`src/rtl/stb_pkg.sv`:
```
// ----------------------------------------------------------------------------
// soft timer bank package
// shared constants, op codes, entry layout, per-entry tick function and run-time counter step
// ----------------------------------------------------------------------------
package stb_pkg;

    localparam int NUM_TIMERS = 8;
    localparam int IDX_W      = (NUM_TIMERS > 1) ? $clog2(NUM_TIMERS) : 1;
    localparam int PTR_W      = $clog2(NUM_TIMERS + 1);
    localparam int CNT_W      = 31;

    localparam logic [CNT_W-1:0] RUN_WRAP = 31'h7FFF_FFFF;

    localparam logic [2:0] OP_TICK       = 3'd0;
    localparam logic [2:0] OP_START_ONCE = 3'd1;
    localparam logic [2:0] OP_START_AUTO = 3'd2;
    localparam logic [2:0] OP_STOP       = 3'd3;
    localparam logic [2:0] OP_CHECK      = 3'd4;

    typedef struct packed {
        logic [31:0] remaining;
        logic [31:0] reload;
        logic        flag;
        logic        auto_rl;
    } entry_t;

    localparam int ENTRY_W = $bits(entry_t);

    // one tick applied to one timer entry
    function automatic entry_t tick_entry(input entry_t e);
        entry_t      r;
        logic [31:0] dec;
        r   = e;
        dec = e.remaining - 32'd1;
        if (e.remaining != 32'd0)
        begin
            r.remaining = dec;
            if (dec == 32'd0)
            begin
                r.flag = 1'b1;
                if (e.auto_rl)
                begin
                    r.remaining = e.reload;
                end
            end
        end
        return r;
    endfunction

    // run-time counter step, never holds the wrap value
    function automatic logic [CNT_W-1:0] run_step(input logic [CNT_W-1:0] c);
        logic [CNT_W-1:0] n;
        n = c + CNT_W'(1);
        if (n == RUN_WRAP)
        begin
            n = '0;
        end
        return n;
    endfunction

endpackage

```
`src/rtl/stb_ram.sv`:
```
// ----------------------------------------------------------------------------
// stb ram
// generic single-write single-read synchronous memory, registered read data
// ----------------------------------------------------------------------------
module stb_ram #(
    parameter int DEPTH = 8,
    parameter int WIDTH = 66
) (
    input  logic                                   clk,
    input  logic                                   we,
    input  logic [((DEPTH > 1) ? $clog2(DEPTH) : 1)-1:0] waddr,
    input  logic [WIDTH-1:0]                       wdata,
    input  logic                                   re,
    input  logic [((DEPTH > 1) ? $clog2(DEPTH) : 1)-1:0] raddr,
    output logic [WIDTH-1:0]                       rdata
);

    logic [WIDTH-1:0] mem [DEPTH];
    logic [WIDTH-1:0] rdata_reg;

    always_ff @(posedge clk)
    begin
        if (we)
        begin
            mem[waddr] <= wdata;
        end
    end

    always_ff @(posedge clk)
    begin
        if (re)
        begin
            rdata_reg <= mem[raddr];
        end
    end

    assign rdata = rdata_reg;

endmodule

```
`src/rtl/stb_ctrl.sv`:
```
// ----------------------------------------------------------------------------
// stb control
// command sequencer: tick sweep and single-entry read-modify-write, entry
// valid bits, run-time counter and result registers
// ----------------------------------------------------------------------------
module stb_ctrl
    import stb_pkg::*;
(
    input  logic               clk,
    input  logic               rst_n,
    input  logic               start,
    output logic               busy,
    input  logic [2:0]         op,
    input  logic [7:0]         timer_id,
    input  logic [31:0]        period,
    output logic               done,
    output logic               expired,
    output logic               id_error,
    output logic [CNT_W-1:0]   run_time,
    output logic               mem_we,
    output logic [IDX_W-1:0]   mem_waddr,
    output logic [ENTRY_W-1:0] mem_wdata,
    output logic               mem_re,
    output logic [IDX_W-1:0]   mem_raddr,
    input  logic [ENTRY_W-1:0] mem_rdata
);

    typedef enum logic [3:0] {
        ST_IDLE  = 4'b0001,
        ST_READ  = 4'b0010,
        ST_WRITE = 4'b0100,
        ST_SWEEP = 4'b1000
    } state_t;

    state_t             state_reg, state_next;
    logic [2:0]         op_reg;
    logic [IDX_W-1:0]   id_reg;
    logic [31:0]        period_reg;
    logic [PTR_W-1:0]   ptr_reg, ptr_next;
    logic               wb_vld_reg, wb_vld_next;
    logic [IDX_W-1:0]   wb_idx_reg, wb_idx_next;
    logic               rd_vld_reg;
    logic [NUM_TIMERS-1:0] ent_valid_reg;
    logic [CNT_W-1:0]   run_cnt_reg, run_cnt_next;
    logic               done_reg, done_next;
    logic               expired_reg, expired_next;
    logic               id_error_reg, id_error_next;

    logic               accept;
    logic               id_ok;
    logic               is_id_op;
    entry_t             rd_ent;
    entry_t             wr_ent;

    assign accept   = start && (state_reg == ST_IDLE);
    assign id_ok    = ({1'b0, timer_id} < 9'(NUM_TIMERS));
    assign is_id_op = (op inside {OP_START_ONCE, OP_START_AUTO, OP_STOP, OP_CHECK});

    // entries never written read as the reset value
    assign rd_ent = rd_vld_reg ? entry_t'(mem_rdata) : '0;

    always_comb
    begin
        state_next    = state_reg;
        ptr_next      = ptr_reg;
        wb_vld_next   = 1'b0;
        wb_idx_next   = wb_idx_reg;
        run_cnt_next  = run_cnt_reg;
        done_next     = 1'b0;
        expired_next  = 1'b0;
        id_error_next = 1'b0;
        mem_re        = 1'b0;
        mem_raddr     = id_reg;
        mem_we        = 1'b0;
        mem_waddr     = id_reg;
        wr_ent        = rd_ent;

        case (state_reg)
            ST_IDLE:
            begin
                if (accept)
                begin
                    if (op == OP_TICK)
                    begin
                        ptr_next   = '0;
                        state_next = ST_SWEEP;
                    end
                    else if (is_id_op && id_ok)
                    begin
                        state_next = ST_READ;
                    end
                    else
                    begin
                        done_next     = 1'b1;
                        id_error_next = is_id_op;
                    end
                end
            end
            ST_READ:
            begin
                mem_re     = 1'b1;
                state_next = ST_WRITE;
            end
            ST_WRITE:
            begin
                case (op_reg)
                    OP_START_ONCE, OP_START_AUTO:
                    begin
                        wr_ent.remaining = period_reg;
                        wr_ent.reload    = period_reg;
                        wr_ent.flag      = 1'b0;
                        wr_ent.auto_rl   = (op_reg == OP_START_AUTO);
                    end
                    OP_STOP:
                    begin
                        wr_ent.remaining = '0;
                        wr_ent.flag      = 1'b0;
                        wr_ent.auto_rl   = 1'b0;
                    end
                    default:
                    begin
                        wr_ent.flag  = 1'b0;
                        expired_next = rd_ent.flag;
                    end
                endcase
                mem_we     = 1'b1;
                done_next  = 1'b1;
                state_next = ST_IDLE;
            end
            ST_SWEEP:
            begin
                mem_raddr = ptr_reg[IDX_W-1:0];
                if (ptr_reg < PTR_W'(NUM_TIMERS))
                begin
                    mem_re      = 1'b1;
                    wb_vld_next = 1'b1;
                    wb_idx_next = ptr_reg[IDX_W-1:0];
                    ptr_next    = ptr_reg + PTR_W'(1);
                end
                if (wb_vld_reg)
                begin
                    mem_we    = 1'b1;
                    mem_waddr = wb_idx_reg;
                    wr_ent    = tick_entry(rd_ent);
                end
                if (ptr_reg == PTR_W'(NUM_TIMERS))
                begin
                    run_cnt_next = run_step(run_cnt_reg);
                    done_next    = 1'b1;
                    state_next   = ST_IDLE;
                end
            end
            default:
            begin
                state_next = ST_IDLE;
            end
        endcase
    end

    assign mem_wdata = ENTRY_W'(wr_ent);

    always_ff @(posedge clk or negedge rst_n)
    begin
        if (!rst_n)
        begin
            state_reg     <= ST_IDLE;
            ptr_reg       <= '0;
            wb_vld_reg    <= 1'b0;
            ent_valid_reg <= '0;
            run_cnt_reg   <= '0;
            done_reg      <= 1'b0;
            expired_reg   <= 1'b0;
            id_error_reg  <= 1'b0;
        end
        else
        begin
            state_reg    <= state_next;
            ptr_reg      <= ptr_next;
            wb_vld_reg   <= wb_vld_next;
            run_cnt_reg  <= run_cnt_next;
            done_reg     <= done_next;
            expired_reg  <= expired_next;
            id_error_reg <= id_error_next;
            if (mem_we)
            begin
                ent_valid_reg[mem_waddr] <= 1'b1;
            end
        end
    end

    // payload registers
    always_ff @(posedge clk)
    begin
        wb_idx_reg <= wb_idx_next;
        if (mem_re)
        begin
            rd_vld_reg <= ent_valid_reg[mem_raddr];
        end
        if (accept)
        begin
            op_reg     <= op;
            id_reg     <= timer_id[IDX_W-1:0];
            period_reg <= period;
        end
    end

    assign busy     = (state_reg != ST_IDLE);
    assign done     = done_reg;
    assign expired  = expired_reg;
    assign id_error = id_error_reg;
    assign run_time = run_cnt_reg;

endmodule

```
`src/rtl/soft_timer_bank_top.sv`:
```
// ----------------------------------------------------------------------------
// soft timer bank top
// tick: done strobes after a sweep of all NUM_TIMERS entries, one entry per cycle
// through the single timer memory read and write ports
// start, stop, check: done strobes after the read and the write back
// unused op or out-of-range id: done strobes in the cycle after the transfer
// a new transfer is taken in the done cycle; reset clears entry valid bits at once
// ----------------------------------------------------------------------------
module soft_timer_bank_top
    import stb_pkg::*;
(
    input  logic             clk,
    input  logic             rst_n,
    input  logic             start,
    output logic             busy,
    input  logic [2:0]       op,
    input  logic [7:0]       timer_id,
    input  logic [31:0]      period,
    output logic             done,
    output logic             expired,
    output logic             id_error,
    output logic [CNT_W-1:0] run_time
);

    logic               mem_we;
    logic [IDX_W-1:0]   mem_waddr;
    logic [ENTRY_W-1:0] mem_wdata;
    logic               mem_re;
    logic [IDX_W-1:0]   mem_raddr;
    logic [ENTRY_W-1:0] mem_rdata;

    stb_ctrl u_ctrl (
        .clk       (clk),
        .rst_n     (rst_n),
        .start     (start),
        .busy      (busy),
        .op        (op),
        .timer_id  (timer_id),
        .period    (period),
        .done      (done),
        .expired   (expired),
        .id_error  (id_error),
        .run_time  (run_time),
        .mem_we    (mem_we),
        .mem_waddr (mem_waddr),
        .mem_wdata (mem_wdata),
        .mem_re    (mem_re),
        .mem_raddr (mem_raddr),
        .mem_rdata (mem_rdata)
    );

    stb_ram #(
        .DEPTH (NUM_TIMERS),
        .WIDTH (ENTRY_W)
    ) u_ram (
        .clk   (clk),
        .we    (mem_we),
        .waddr (mem_waddr),
        .wdata (mem_wdata),
        .re    (mem_re),
        .raddr (mem_raddr),
        .rdata (mem_rdata)
    );

endmodule

```
`config.mk`:
```
export PLATFORM = sky130hd
export DESIGN_NAME = soft_timer_bank_top
export DESIGN_NICKNAME = d
export VERILOG_FILES = /design/src/rtl/stb_pkg.sv /design/src/rtl/stb_ram.sv /design/src/rtl/stb_ctrl.sv /design/src/rtl/soft_timer_bank_top.sv
export SDC_FILE = /design/constraint.sdc
export NUM_CORES = 1
export LEC_CHECK = 0
export BUFFER_PORTS_ARGS = -buffer_cell sky130_fd_sc_hd__buf_2
export CAP_MARGIN = 20
export CORE_ASPECT_RATIO = 1.4
export CORE_MARGIN = 8
export CORE_UTILIZATION = 31
export DETAILED_ROUTE_END_ITERATION = 7
export GPL_TIMING_DRIVEN = 1
export SLEW_MARGIN = 20
export SYNTH_ARGS = -nofsm -noshare
export SYNTH_HDL_FRONTEND = slang
export SYNTH_SLANG_ARGS = --single-unit
```
`constraint.sdc`:
```
create_clock -name clk -period 10.15 [get_ports clk]
set_clock_uncertainty 0.15 [all_clocks]
set_input_delay 0.5075 -clock clk [delete_from_list [all_inputs] [get_ports clk]]
set_output_delay 0.5075 -clock clk [all_outputs]
set_load 0.005 [all_outputs]
```
==> impl_results.md <==
* Largest net degree at the start of global routing at 112
* Clock buffer count from CTS at 73
* Largest cells by area after synthesis: edfxtp_1, mux4_2, dfrtp_1
* Cells on worst reg2reg path at 11
* Area Growth Syn to Fin at 15.6%
* DRC Markers at 0
* CP delay by family, top: simple AND/OR/NAND/NOR gates
* Worst-path clk slew at 0.06 ns
* Origin of the critical flop-to-flop path: u_ctrl.rd_vld_reg$_DFFE_PP_
* H-tree depth at 3
* CP endpoint kind: flip-flop
* Post-synth EDFFs at 636
* Worst vdd ir at 0.165 mV
* Post-cts sizing count at 0
* Synthesized flop and latch total at 687
* Max Root-Sink Buffers at 3
* TritonCTS clock tree: done
* Setup TNS at 0 ns
* Post-route insts no fill at 3107
* WL/cell at 24.4 um
* Final wirelength at 75800 um
* Leak at 10.9 nW
* Worst reg2reg endpoint: u_ram.mem[0][54]$_DFFE_PP_
* Worst Tran Pin Value at 1.04 ns
* Syn Std Cell Area at 29100 um2
* Die area at 104000 um2
* FMAX at 179 MHz
* Min cycle time layout at 5.59 ns
* Latest clock arrival within the worst-skew pair at 0.63 ns
* Arrival @ worst endpoint at 5.74 ns
* Stages on the worst setup path at 11
* Area leader, netlist: edfxtp_1
* Layout cells sized above 1 at 0.249
* Post-synth net total at 1770
* Power per cell area at 175 nW/um2
* Worst setup path category: flip-flop to flip-flop
* Die X at 275 um
* # setup viols final at 0
* Run status: completed
* Headroom to the max-slew limit at 0.307
* Fillers at 8669
* Global route overflow at 0
* Most used flip-flop cell after synthesis: edfxtp_1
* TritonRoute pass-1 iters at 5
* Crit-path cells: buf_4 -> nand2_1 -> ha_1 -> or4b_4 -> and2_1 -> o311a_1 -> a21oi_1 -> or3b_1 -> nor4_4 -> nand4_2 -> o21ai_0
* WP data required at 10.30 ns
* Post-layout nets at 1884
* CP Launch Type: flip-flop
* CTS Hold Buffers Added at 39
* HPWL after DPL at 45000 um
* Hold Crit Class: primary input to flip-flop
* RePlAce Congestion at 0.931
* Core Area at 93400 um2
* FP Rows at 133
* Final Hold Viols at 0
* Iter 0 DRT Violations at 1559
* CTS root buf: clkbuf_16
* First-pass GRT wire length at 113000 um
* Register area share after synthesis at 0.701
* Max-slew violations at 0
* Hold Startpoint: start
* Most frequent cell after synthesis: edfxtp_1
* Mean Syn Cell Area at 16.9 um2
* Slowest CP cell: o21ai_0
* Worst Path Buf+Inv at 1
* Detailed-route vias per instance at 5.45
* Tot Pwr at 0.00587 W
* CP max stage delay at 0.93 ns
* RSZ-0062 raised after global routing: false
* WHS Endpoint: u_ctrl.id_error$_DFF_PN0_
* Routed via count at 16.9k
* Hold depth at 3
* Layout Utilization at 0.360
* Yosys warns at 0
* Largest register FFs at 528
* ANT nets after route at 0
* Yosys cell types at 82
* Max Cap Violations at 0
* IO buf count at 80
* Yosys top cell area share at 0.657
* Boundary Pins at 81
* Async set-reset flop share out of synthesis at 0.0742
* Crit path max fanout at 40
* Worst reg2reg setup slack at 4.56 ns
* Final worst-path cycle share at 0.551
* Number of global-route vias before repair at 17.5k
* Dpl cells at 2933
* Die height at 378 um
* Sink Count at 687
* Setup bufs post-CTS at 0
* Top post-synthesis cells by count: edfxtp_1, mux4_2, nand2_1
* Initial antenna violation count at 1
* Total Routing Usage GR at 0.144
* Initial core utilization at 0.311
* Cells after Synth at 1719
cell usage in the layout (no fill, tap or decap), types with 8 or more instances in the layout:
master	count
clkinv_2	12
clkbuf_1	17
mux4_2	134
mux2_2	71
dfrtp_1	50
nor2_4	9
or3_1	10
buf_4	31
a22o_1	32
o21ai_1	9
nand3_1	49
dlygate4sd3_1	39
a41oi_1	10
or2_2	11
inv_1	18
o21ai_0	46
nor2_1	37
a222oi_1	9
nor3_1	33
a21oi_1	57
a21o_1	8
buf_2	80
clkbuf_16	74
nor4_1	20
o311ai_0	12
and2_1	15
nand2_1	103
and3_1	13
nand4_1	26
clkinv_1	13
xnor2_1	15
a22oi_1	11
o31ai_1	15
edfxtp_1	636
layout make-up:
| type | count | area, um2 | area share |
|---|---|---|---|
| diodes | 2 | 5.00 | 0.000149 |
| clock buffers | 94 | 1960 | 0.0582 |
| clock inverters | 38 | 322 | 0.00957 |
| inverters | 19 | 71.3 | 0.00212 |
| multi-input cells | 900 | 8280 | 0.246 |
| flip-flops and latches | 687 | 20400 | 0.606 |
| well taps | 1215 | 1520 | 0.0452 |
| repair buffers | 152 | 1070 | 0.0319 |
metrics by stage:
stage	hold WS, ns	setup WS (ns)	area, um2
6_report	0.0654	4.56	33600
5_1_grt	0.0442	4.32	33600
4_1_cts	0.0208	4.64	33600
3_5_place_dp	0.302	4.69	30900
3_3_place_gp	0.297	4.87	30900
2_1_floorplan	0.0619	4.98	29100
routing by layer:
layer | vias to the layer above | share of wire | global-route usage
met5 | - | 0 | 0
met4 | 0 | 0.035 | 0.0583
met3 | 160 | 0.061 | 0.0249
met2 | 681 | 0.51 | 0.252
met1 | 8802 | 0.39 | 0.174
li1 | 7286 | - | -
power breakdown:
group,switching [W],internal (W),total (W)
combinational,0.000103,0.000113,0.000217
clock,0.00110,0.00145,0.00255
sequential,0.0000217,0.00308,0.00311
total,0.00122,0.00465,0.00587
tightest hold or removal path: cells and delay by family:
kind | cells | cell delay [ns]
and+or+nand+nor | 2 | 0.18
buffers and inverters | 1 | 0.12
cell families (layout without fill, tap and decap cells):
kind of cell	after synthesis	in the layout	share of synthesized area
simple gates	382	382	0.0705
xor+xnor	19	19	0.00573
mux	207	207	0.132
other cells	0	2	0
buf+inv	132	303	0.0184
flops	687	687	0.701
fa+ha+maj	6	6	0.00250
compound gates	286	286	0.0696
worst max path at each step:
stage | start | endpoint | slack (ns)
2_1_floorplan | u_ctrl.state_reg[1]$_DFFE_PN0P_ | u_ram.mem[4][0]$_DFFE_PP_ | 4.98
3_3_place_gp | u_ctrl.rd_vld_reg$_DFFE_PP_ | u_ram.mem[1][54]$_DFFE_PP_ | 4.87
3_5_place_dp | u_ctrl.rd_vld_reg$_DFFE_PP_ | u_ram.mem[4][65]$_DFFE_PP_ | 4.69
4_1_cts | u_ctrl.rd_vld_reg$_DFFE_PP_ | u_ram.mem[7][54]$_DFFE_PP_ | 4.64
5_1_grt | u_ctrl.rd_vld_reg$_DFFE_PP_ | u_ram.mem[1][48]$_DFFE_PP_ | 4.32
6_report | u_ctrl.rd_vld_reg$_DFFE_PP_ | u_ram.mem[0][54]$_DFFE_PP_ | 4.56
(Power assumes the default switching activity.)
